===== config.mk =====
export PLATFORM = sky130hd
export DESIGN_NAME = ir_remote_frame_timing_encoder
export DESIGN_NICKNAME = d
export VERILOG_FILES = /design/src/rtl/irfe_pkg.sv /design/src/rtl/irfe_out_buf.sv /design/src/rtl/irfe_seq.sv /design/src/rtl/ir_remote_frame_timing_encoder.sv
export SDC_FILE = /design/constraint.sdc
export NUM_CORES = 1
export LEC_CHECK = 0
export BUFFER_PORTS_ARGS = -buffer_cell sky130_fd_sc_hd__buf_4
export CORE_UTILIZATION = 30
export DETAILED_ROUTE_END_ITERATION = 12
export HOLD_SLACK_MARGIN = 0.03
export PLACE_DENSITY = 0.49
export SLEW_MARGIN = 20
export SYNTH_ARGS = -nofsm -noshare
export SYNTH_HDL_FRONTEND = slang
export SYNTH_SLANG_ARGS = --single-unit

===== constraint.sdc =====
create_clock -name clk -period 9.4 [get_ports clk]
set_clock_uncertainty 0.1 [all_clocks]
set_input_delay 1.41 -clock clk [delete_from_list [all_inputs] [get_ports clk]]
set_output_delay 1.41 -clock clk [all_outputs]
set_load 0.01 [all_outputs]

===== src/rtl/irfe_pkg.sv =====
`default_nettype none
// ----------------------------------------------------------------------------
// irfe_pkg - shared definitions for the IR frame timing encoder
// Protocol codes, timing constants in microseconds, sequencer states and
// the pair word passed from the sequencer to the output register.
// ----------------------------------------------------------------------------
package irfe_pkg;

  localparam int DUR_W  = 14;   // duration field width
  localparam int RUN_W  = 11;   // RC5 run length (two halves at most)
  localparam int BITS_W = 32;   // frame bit shift register
  localparam int CNT_W  = 5;    // bit position counter
  localparam int PROTO_W = 2;
  localparam int RC5_BITS = 14;

  localparam logic [PROTO_W-1:0] PROTO_NEC  = 2'd0;
  localparam logic [PROTO_W-1:0] PROTO_SIRC = 2'd1;
  localparam logic [PROTO_W-1:0] PROTO_RC5  = 2'd2;
  localparam logic [PROTO_W-1:0] PROTO_NONE = 2'd3;

  localparam logic [DUR_W-1:0] T_NEC_HDR_MARK  = 14'd9000;
  localparam logic [DUR_W-1:0] T_NEC_HDR_SPACE = 14'd4500;
  localparam logic [DUR_W-1:0] T_NEC_SHORT     = 14'd562;
  localparam logic [DUR_W-1:0] T_NEC_LONG      = 14'd1687;
  localparam logic [DUR_W-1:0] T_SIRC_HDR      = 14'd2400;
  localparam logic [DUR_W-1:0] T_SIRC_UNIT     = 14'd600;
  localparam logic [DUR_W-1:0] T_SIRC_ONE      = 14'd1200;
  localparam logic [DUR_W-1:0] T_GAP           = 14'd10000;
  localparam logic [DUR_W-1:0] T_ZERO          = 14'd0;
  localparam logic [RUN_W-1:0] T_RC5_HALF      = 11'd889;

  localparam logic [CNT_W-1:0] NEC_LAST_BIT  = 5'd31;
  localparam logic [CNT_W-1:0] SIRC_LAST_BIT = 5'd11;
  localparam logic [CNT_W-1:0] RC5_LAST_BIT  = 5'd13;

  typedef enum logic [2:0] {
    S_IDLE,
    S_HEAD,
    S_BITS,
    S_TAIL,
    S_RC5_RUN,
    S_RC5_END
  } state_t;

  typedef struct packed {
    logic [DUR_W-1:0] mark;
    logic [DUR_W-1:0] space;
    logic             last;
  } pair_t;

endpackage
`default_nettype wire


===== src/rtl/irfe_out_buf.sv =====
`default_nettype none
// ----------------------------------------------------------------------------
// irfe_out_buf - output pair register
// Holds one finished pair until the consumer takes it; frees the sequencer
// as soon as the held word leaves.
// ----------------------------------------------------------------------------
module irfe_out_buf
  import irfe_pkg::*;
(
  input  wire logic             clk,
  input  wire logic             rst,
  input  wire logic             push_valid,
  input  wire pair_t            push_pair,
  output logic                  push_ready,
  output logic                  pair_valid,
  input  wire logic             pair_ready,
  output logic [DUR_W-1:0]      mark_us,
  output logic [DUR_W-1:0]      space_us,
  output logic                  last
);

  logic  valid;
  pair_t data;

  assign push_ready = !valid || pair_ready;

  always_ff @(posedge clk) begin
    if (rst) begin
      valid <= 1'b0;
    end else if (push_ready) begin
      valid <= push_valid;
    end
  end

  // payload needs no reset
  always_ff @(posedge clk) begin
    if (push_ready && push_valid) begin
      data <= push_pair;
    end
  end

  assign pair_valid = valid;
  assign mark_us    = data.mark;
  assign space_us   = data.space;
  assign last       = data.last;

endmodule
`default_nettype wire


===== src/rtl/irfe_seq.sv =====
`default_nettype none
// ----------------------------------------------------------------------------
// irfe_seq - frame sequencer
// Walks the frame bits one position per step, selects pair timings for NEC
// and SIRC, and merges RC5 Manchester halves into runs with one adder.
// ----------------------------------------------------------------------------
module irfe_seq
  import irfe_pkg::*;
(
  input  wire logic               clk,
  input  wire logic               rst,
  input  wire logic               start,
  input  wire logic [PROTO_W-1:0] protocol,
  input  wire logic [15:0]        address,
  input  wire logic [7:0]         command,
  output logic                    idle,
  output logic                    push_valid,
  output pair_t                   push_pair,
  input  wire logic               push_ready
);

  state_t               state, state_next;
  logic [BITS_W-1:0]    frame_bits, frame_bits_next;
  logic [CNT_W-1:0]     bit_cnt, bit_cnt_next;
  logic                 phase, phase_next;
  logic                 run_level, run_level_next;
  logic [RUN_W-1:0]     run_length, run_length_next;
  logic [DUR_W-1:0]     mark_hold, mark_hold_next;
  logic [PROTO_W-1:0]   proto, proto_next;

  logic [RC5_BITS-1:0]  rc5_word;
  logic [RC5_BITS-1:0]  rc5_rev;
  logic [BITS_W-1:0]    load_bits;
  logic                 is_nec;
  logic                 cur_bit;
  logic                 half_lv;
  logic                 run_change;
  logic [RUN_W-1:0]     run_sum;
  logic                 rc5_done;
  logic                 rc5_adv;
  logic [CNT_W-1:0]     last_bit;
  logic [DUR_W-1:0]     run_ext;

  assign is_nec     = (proto == PROTO_NEC);
  assign cur_bit    = frame_bits[0];
  // Manchester: a one is space then mark, a zero is mark then space
  assign half_lv    = phase ? cur_bit : ~cur_bit;
  assign run_change = (half_lv != run_level);
  assign run_sum    = run_length + T_RC5_HALF;
  assign rc5_done   = phase && (bit_cnt == RC5_LAST_BIT);
  assign rc5_adv    = !(push_valid && !push_ready);
  assign last_bit   = is_nec ? NEC_LAST_BIT : SIRC_LAST_BIT;
  assign run_ext    = {{(DUR_W-RUN_W){1'b0}}, run_length};
  assign idle       = (state == S_IDLE);

  // RC5 is sent MSB first: load it reversed so every scheme shifts right
  always_comb begin
    rc5_word = {2'b11, 1'b0, address[4:0], command[5:0]};
    for (int i = 0; i < RC5_BITS; i++) begin
      rc5_rev[i] = rc5_word[RC5_BITS-1-i];
    end
  end

  always_comb begin
    unique case (protocol)
      PROTO_NEC:  load_bits = {~command, command, address};
      PROTO_SIRC: load_bits = {20'd0, address[4:0], command[6:0]};
      PROTO_RC5:  load_bits = {{(BITS_W-RC5_BITS){1'b0}}, rc5_rev};
      default:    load_bits = '0;
    endcase
  end

  // next state
  always_comb begin
    state_next = state;
    unique case (state)
      S_IDLE: begin
        if (start) begin
          state_next = (protocol == PROTO_RC5) ? S_RC5_RUN : S_HEAD;
        end
      end
      S_HEAD: begin
        if (push_ready) begin
          state_next = S_BITS;
        end
      end
      S_BITS: begin
        if (push_ready && bit_cnt == last_bit) begin
          state_next = S_TAIL;
        end
      end
      S_TAIL: begin
        if (push_ready) begin
          state_next = S_IDLE;
        end
      end
      S_RC5_RUN: begin
        if (rc5_adv && rc5_done) begin
          state_next = S_RC5_END;
        end
      end
      S_RC5_END: begin
        if (push_ready) begin
          state_next = S_IDLE;
        end
      end
      default: state_next = S_IDLE;
    endcase
  end

  // outputs
  always_comb begin
    push_valid = 1'b0;
    push_pair  = '0;
    unique case (state)
      S_IDLE: begin
        push_valid = 1'b0;
      end
      S_HEAD: begin
        push_valid      = 1'b1;
        push_pair.mark  = is_nec ? T_NEC_HDR_MARK : T_SIRC_HDR;
        push_pair.space = is_nec ? T_NEC_HDR_SPACE : T_SIRC_UNIT;
      end
      S_BITS: begin
        push_valid = 1'b1;
        if (is_nec) begin
          push_pair.mark  = T_NEC_SHORT;
          push_pair.space = cur_bit ? T_NEC_LONG : T_NEC_SHORT;
        end else begin
          push_pair.mark  = cur_bit ? T_SIRC_ONE : T_SIRC_UNIT;
          push_pair.space = T_SIRC_UNIT;
        end
      end
      S_TAIL: begin
        push_valid      = 1'b1;
        push_pair.mark  = is_nec ? T_NEC_SHORT : T_ZERO;
        push_pair.space = T_GAP;
        push_pair.last  = 1'b1;
      end
      S_RC5_RUN: begin
        // a space run closing completes the pair begun by the held mark
        push_valid      = run_change && !run_level;
        push_pair.mark  = mark_hold;
        push_pair.space = run_ext;
      end
      S_RC5_END: begin
        push_valid      = 1'b1;
        push_pair.mark  = run_level ? run_ext : mark_hold;
        push_pair.space = run_level ? T_GAP : run_ext;
        push_pair.last  = 1'b1;
      end
      default: push_valid = 1'b0;
    endcase
  end

  // datapath
  always_comb begin
    frame_bits_next = frame_bits;
    bit_cnt_next    = bit_cnt;
    phase_next      = phase;
    run_level_next  = run_level;
    run_length_next = run_length;
    mark_hold_next  = mark_hold;
    proto_next      = proto;
    case (state)
      S_IDLE: begin
        if (start) begin
          frame_bits_next = load_bits;
          bit_cnt_next    = '0;
          phase_next      = 1'b1;   // drop the leading idle half of RC5
          run_level_next  = 1'b1;
          run_length_next = '0;
          proto_next      = protocol;
        end
      end
      S_BITS: begin
        if (push_ready) begin
          frame_bits_next = frame_bits >> 1;
          bit_cnt_next    = bit_cnt + 1'b1;
        end
      end
      S_RC5_RUN: begin
        if (rc5_adv) begin
          if (run_change) begin
            if (run_level) begin
              mark_hold_next = run_ext;
            end
            run_length_next = T_RC5_HALF;
            run_level_next  = half_lv;
          end else begin
            run_length_next = run_sum;
          end
          if (phase) begin
            phase_next      = 1'b0;
            frame_bits_next = frame_bits >> 1;
            bit_cnt_next    = bit_cnt + 1'b1;
          end else begin
            phase_next = 1'b1;
          end
        end
      end
      default: begin
        proto_next = proto;
      end
    endcase
  end

  always_ff @(posedge clk) begin
    if (rst) begin
      state      <= S_IDLE;
      bit_cnt    <= '0;
      phase      <= 1'b0;
      run_level  <= 1'b1;
      run_length <= '0;
      proto      <= PROTO_NEC;
    end else begin
      state      <= state_next;
      bit_cnt    <= bit_cnt_next;
      phase      <= phase_next;
      run_level  <= run_level_next;
      run_length <= run_length_next;
      proto      <= proto_next;
    end
  end

  always_ff @(posedge clk) begin
    frame_bits <= frame_bits_next;
    mark_hold  <= mark_hold_next;
  end

endmodule
`default_nettype wire


===== src/rtl/ir_remote_frame_timing_encoder.sv =====
`default_nettype none
// The first NEC or SIRC pair passes from the sequencer's header state through
// the output register; the first RC5 pair waits until its mark and space runs close.
// Throughput: one pair per cycle for NEC and SIRC while the receiver takes every
// pair; RC5 takes one cycle per Manchester half unless a pushed pair is stalled.
// The sequencer walks one bit or half per step and holds off the next word.
// Reset (rst, synchronous): sequencer idle, output empty, protocol NEC.
// ----------------------------------------------------------------------------
// ir_remote_frame_timing_encoder - IR remote frame timing encoder
// Turns one address/command word into the mark/space pairs of an NEC,
// SIRC-12 or RC5 frame, selected by the protocol register.
// ----------------------------------------------------------------------------
module ir_remote_frame_timing_encoder
  import irfe_pkg::*;
(
  input  wire logic               clk,
  input  wire logic               rst,
  // protocol register write
  input  wire logic               protocol_we,
  input  wire logic [PROTO_W-1:0] protocol_wdata,
  // input words
  input  wire logic               item_valid,
  output logic                    item_ready,
  input  wire logic [15:0]        address,
  input  wire logic [7:0]         command,
  // result pairs
  output logic                    pair_valid,
  input  wire logic               pair_ready,
  output logic [DUR_W-1:0]        mark_us,
  output logic [DUR_W-1:0]        space_us,
  output logic                    last
);

  logic [PROTO_W-1:0] protocol;
  logic               seq_idle;
  logic               start;
  logic               push_valid;
  logic               push_ready;
  pair_t              push_pair;

  // hold the protocol; the user must make it change only between frames, as the block does not enforce it
  always_ff @(posedge clk) begin
    if (rst) begin
      protocol <= PROTO_NEC;
    end else if (protocol_we) begin
      protocol <= protocol_wdata;
    end
  end

  // take a word only when idle; an unused protocol code drops it
  assign item_ready = seq_idle;
  assign start      = item_valid && seq_idle && (protocol != PROTO_NONE);

  irfe_seq u_seq (
    .clk        (clk),
    .rst        (rst),
    .start      (start),
    .protocol   (protocol),
    .address    (address),
    .command    (command),
    .idle       (seq_idle),
    .push_valid (push_valid),
    .push_pair  (push_pair),
    .push_ready (push_ready)
  );

  // the output register holds a pair; the sequencer advances when it is empty or its pair is taken
  irfe_out_buf u_out (
    .clk        (clk),
    .rst        (rst),
    .push_valid (push_valid),
    .push_pair  (push_pair),
    .push_ready (push_ready),
    .pair_valid (pair_valid),
    .pair_ready (pair_ready),
    .mark_us    (mark_us),
    .space_us   (space_us),
    .last       (last)
  );

  // a dropped word must leave the encoder idle
  a_drop_stays_idle: assert property (@(posedge clk) disable iff (rst)
    item_valid && item_ready && protocol == PROTO_NONE |=> item_ready)
    else $error("encoder left idle on unused protocol code");

  // the sequencer produces nothing while idle
  a_idle_no_push: assert property (@(posedge clk) disable iff (rst)
    item_ready |-> !push_valid)
    else $error("pair pushed while sequencer idle");

  // handing over the final pair ends the frame
  a_last_ends_frame: assert property (@(posedge clk) disable iff (rst)
    push_valid && push_ready && push_pair.last |=> item_ready)
    else $error("sequencer busy after final pair");

endmodule
`default_nettype wire


-- Word level (Yosys, flattened, before mapping)
Index checks and enable logic that the tools add are counted.
- register bits: 101
- add/sub/neg operators: 2
- equality and inequality tests: 20
- muxes and demuxes: 42
- bitwise operators: 3
- reductions and logical operators: 26
- operators with widths (cell ; number):
    $pmux W32 S3 ; 2
    $pmux W28 S5 ; 1
    $mux W32 ; 4
    $mux W11 ; 5
    $mux W14 ; 3
    $mux W28 ; 1
    $mux W5 ; 5
    $pmux W11 S2 ; 1
    $mux W3 ; 6
    $ne A2 B1 Y1 const B ; 8
    $pmux W3 S5 ; 1
    $pmux W5 S3 ; 1
    $mux W13 ; 1
    $add A11 B10 Y11 const B ; 1
    $mux W10 ; 1
    $reduce_and A5 Y1 ; 2
    $logic_and A1 B1 Y1 ; 8
    $not A8 Y8 ; 1
    $mux W1 ; 7
    $eq A3 B2 Y1 const B ; 2
    $eq A3 B3 Y1 const B ; 2
    $pmux W1 S2 ; 3
    $reduce_and A3 Y1 ; 2
    $add A5 B1 Y5 const B ; 1
    18 further kinds ; 24

-- Logic depth before layout (Yosys ltp)
- depth after elaboration: 10
- mapped depth: 10
- depth with buffers taken out: 7

-- Cells and area by module
A second synthesis with hierarchy kept.
- cell total of the unflattened synthesis: 480
- area total of the unflattened synthesis: 5094.9 µm²
- by module, submodules not included (module ; times used ; cells each ; area an instance (µm²) ; seq. area each (µm²)):
    irfe_seq ; 1 ; 438 ; 4092.7 ; 1841.8
    irfe_out_buf ; 1 ; 34 ; 925.9 ; 890.9
    ir_remote_frame_timing_encoder ; 1 ; 8 ; 76.3 ; 40.0

-- Worst setup path before layout
Ideal clock, no wire load.
- kind: in2reg
- from: in item_valid
- to: reg u_seq.frame_bits[0] (enable)
- setup time: 0.387 ns
- arrival time: 2.815 ns
- data required time: 8.913 ns
- path slack: 6.098 ns
- cell stages on the path: 5
- buffers on the path: 1
- path through: a21boi_2 mux2_2 o221ai_1 clkbuf_1 inv_1
- word-level cells in the longest chain between the ends: 4
- ends and longest elaborated chain (what ; RTL line ; text):
    start: declaration ; ir_remote_frame_timing_encoder.sv:22 ; input wire logic item_valid,
    $logic_and A1 B1 Y1 (2 in series) ; ir_remote_frame_timing_encoder.sv:52 ; assign start = item_valid && seq_idle && (protocol != PROTO_NONE);
    $ne A2 B1 Y1 (no source line) ; - ;
    $reduce_and A5 Y1 (no source line) ; - ;
    end signal: assignment ; irfe_seq.sv:227 ; frame_bits <= frame_bits_next;
    end: declaration ; irfe_seq.sv:23 ; logic [BITS_W-1:0] frame_bits, frame_bits_next;
Every way passes these cells.
A chain may end at the register's enable or synchronous reset.

-- Worst setup path after layout
- from: reg u_seq.state[1]
- to: out item_ready
- word-level cells in the longest chain between the ends: 1
- ends and longest elaborated chain (what ; RTL line ; text):
    start: declaration ; irfe_seq.sv:22 ; state_t state, state_next;
    start signal: assignment ; irfe_seq.sv:217 ; state <= state_next;
    $logic_not A3 Y1 ; irfe_seq.sv:54 ; assign idle = (state == S_IDLE);
    end: declaration ; ir_remote_frame_timing_encoder.sv:23 ; output logic item_ready,
Every way passes these cells.

==> metrics.csv <==
stage,metric,value,unit
min_path,hold_class,reg -> reg,
worst_setup_path,r2r-start,u_seq.run_level,
logic_synthesis,synthArstFlopShare,0,%
logic_synthesis,synth-edff-count,74,
placement,globalplace.congestion,0.868,
cells_and_area,syn_to_final_growth,19.6,%
worst_setup_path,startpoint_type,flop,
pwr,ir_drop,120,uV
min_path,min_from,u_seq.bit_cnt[0],
pwr,p_leak,0.00224,uW
floorplanning,initial_core_util,30.9,%
cts,cts_buffers,9,
placement,dp_hpwl,8300,um
route,drt_iter0_drc,254,
pwr,swShare,31.8,%
cts,cts_resized,0,
sta,hold_viol_final,0,
global_routing,antenna_found_initial,0,
logic_synthesis,synth-adder-area-share,1.01,%
logic_synthesis,synthMuxAreaShare,6.19,%
floorplanning,die_width,130,um
route,ant_nets,0,
cells_and_area,diodes,0,
logic_synthesis,synthTopCellsByArea,"edfxtp_1, dfxtp_1, nand2_1",
pwr,clkPwrFrac,27.2,%
logic_synthesis,ys_ff_latch,100,
floorplanning,dieHeight,130,um
logic_synthesis,synth_flop_cell,edfxtp_1,
sta,slew_viol_final,0,
worst_setup_path,cp-startpoint,u_seq.state[1],
route,wire_per_inst,15.5,um
cts,holdBufCountCts,0,
global_routing,grt_max_degree,38,
logic_synthesis,synth-xor-area-share,0.354,%
floorplanning,top_level_ports,62,
logic_synthesis,synthCells,496,
sta,period_needed,3.69,ns
placement,pre_cts_ws,5.94,ns
cts,post_cts_buffers,0,
pwr,p_int,1020,uW
logic_synthesis,synth_area,4950,sq um
logic_synthesis,ys_warn_count,0,
placement,placed_area,5600,sq um
cts,cts_tree,built,
pwr,total_power,1490,uW
sta,finalCritPeriodShare,39.3,%
cells_and_area,n_fill_cell,1667,
cells_and_area,nNetsFinal,577,
route,drt_first_pass_iters,4,
global_routing,grt_pass1_wl,19300,um
sta,whs,0.408,ns
worst_setup_path,required,7.89,ns
route,drt-total-wl,11900,um
logic_synthesis,ys_seq_area_share,55.4,%
worst_setup_path,criticalPathCategory,reg -> out,
global_routing,grt_util_met3,3.14,%
cts,path_clk_slew,0.07,ns
worst_setup_path,path_max_fanout,28,
cts,cts_num_sinks,100,
pwr,seq_power_share,44.9,%
cells_and_area,multi_input_area,2030,sq um
flow_run,drv_cap,0,
cts,root_buffer,clkbuf_16,
pwr,power_switching,475,uW
run_status,outcome,"finished, final reports clean",
route,vias_per_cell,4.96,
sta,tightest_slew,0.868,ns
logic_synthesis,synth.distinct_cells,53,
sta,fmax,0.271,GHz
cts,htree_num_levels,3,
placement,numPortBuffers,60,
global_routing,grt_busiest_layer,met2,
worst_setup_path,end_kind,primary output,
logic_synthesis,synth-simple-area-share,17.1,%
logic_synthesis,syn_area_per_cell,9.98,sq um
logic_synthesis,synth_top_family_by_area,simple AND/OR/NAND/NOR gates,
pwr,powerDensity,252,nW/um^2
global_routing,met1_usage,19.7,%
route,drt_drc_violations_left,0,
sta,setup_viol,0,
route,vias,3785,
cts,worstSkewPairLatency,0.36,ns
cts,ctsLongestPathBuffers,2,
floorplanning,coreArea,16000,sq um
worst_setup_path,worstPathArrival,2.18,ns
global_routing,grt_pass1_vias,3614,
logic_synthesis,synth.net_count,531,
floorplanning,rows,46,
cells_and_area,drive_above_1_share,19.6,%
sta,layout_setup_ws,5.71,ns
sta,rsz0062_at_grt,no,
pwr,comb_power_share,27.9,%
cells_and_area,final_cell_area,5920,sq um
sta,relSlewSlack,42.0,%
logic_synthesis,synth_compound_gate_area_share,16.2,%
logic_synthesis,yosys.area.top_type,edfxtp_1,
global_routing,grt-ovfl-total,0,
global_routing,track_usage,15.0,%
floorplanning,die-area,17000,sq um
cells_and_area,seqCellArea,2740,sq um
global_routing,met2_usage,24.2,%
logic_synthesis,synth_top_area_share,44.9,%
sta,setup_tns,0,ns
sequential cells by signal (all words and copies together), names as in the netlist, 2 cells and up:
signal            flops
u_seq.state           3
u_out.space_us       13
protocol              2
u_seq.frame_bits     32
u_seq.mark_hold      14
u_seq.bit_cnt         5
u_seq.proto           2
u_out.mark_us        14
u_seq.run_length     11
critical path: stages (launching register included):
cell and delay [ns]:
dfxtp_1 0.89, clkinv_1 0.46, nand2_1 0.18, inv_1 0.12, buf_4 0.16
stage by stage:
stage | utilization [%] | std cells
4_1_cts | 37.0 | 763
6_report | 37.0 | 763
5_1_grt | 37.0 | 763
3_5_place_dp | 35.0 | 747
3_3_place_gp | 35.0 | 747
2_1_floorplan | - | 496
Yosys cell counts, types with 3 or more instances:
master	n
a21o_1	7
o32ai_1	4
nand2_1	70
mux2i_1	16
or4_1	3
a211oi_1	3
edfxtp_1	74
a22oi_1	4
a31oi_1	6
o21ai_0	19
a21oi_1	46
o22ai_1	9
or3_1	5
buf_4	3
o211ai_1	3
buf_1	7
dfxtp_1	26
ha_1	4
nor3_1	12
nor2_1	56
o31ai_1	11
inv_1	11
nand2b_1	3
clkbuf_1	21
nor2b_1	9
nand3_1	16
mux2_2	13
or2_2	3
per-layer routing:
| metal | vias to the layer above | wire length [um] |
|---|---|---|
| met4 | 0 | 199 |
| met5 | - | 0 |
| met3 | 14 | 536 |
| li1 | 1891 | - |
| met2 | 108 | 5510 |
| met1 | 1772 | 5610 |
path summary, 6_finish.rpt:
check	end	slack (ns)	cells after the start
setup / recovery	item_ready	5.71	4
hold / removal	u_seq.bit_cnt[0]	0.41	2
setup reg to reg	u_seq.frame_bits[24]	6.29	7
hold reg to reg	u_seq.bit_cnt[0]	0.41	2
power groups by stage:
stage               Clock (uW)  Sequential [uW]  Combinational, uW
floorplan                    0              690                247
finish                     406              671                416
global route               434              686                465
detailed placement           0              682                422
CTS                        416              673                423
global placement             0              679                418
area by class of cell:
cell class	instances	area share [%]
flip-flops and latches	100	46.3
repair buffers	68	8.62
inverters	12	0.761
well taps	216	4.57
clock buffers	9	3.80
clock inverters	7	1.67
multi-input cells	351	34.2
cell families after synthesis:
group	count (synthesis)
AND/OR/NAND/NOR	188
AO/OA/AOI/OAI	127
flip-flops	100
buffers and inverters	45
multiplexers	29
adder cells (fa/ha/maj)	4
XOR/XNOR	2
other	1
cells in the final DEF, fill, tap and decap left out, drive strengths merged, types with 5 or more instances in the layout:
cell / Yosys / final
nor2: 56 / 56
o21ai: 19 / 19
a31oi: 6 / 6
clkbuf: 21 / 9
mux2i: 16 / 16
nand2: 70 / 70
edfxtp: 74 / 74
buf: 12 / 68
or3: 5 / 5
nor2b: 9 / 9
dfxtp: 26 / 26
nand3: 16 / 16
o22ai: 9 / 9
o31ai: 11 / 11
a21oi: 49 / 49
inv: 11 / 13
a21o: 7 / 7
nor3: 12 / 12
mux2: 13 / 13
(Power assumes the default switching activity.)
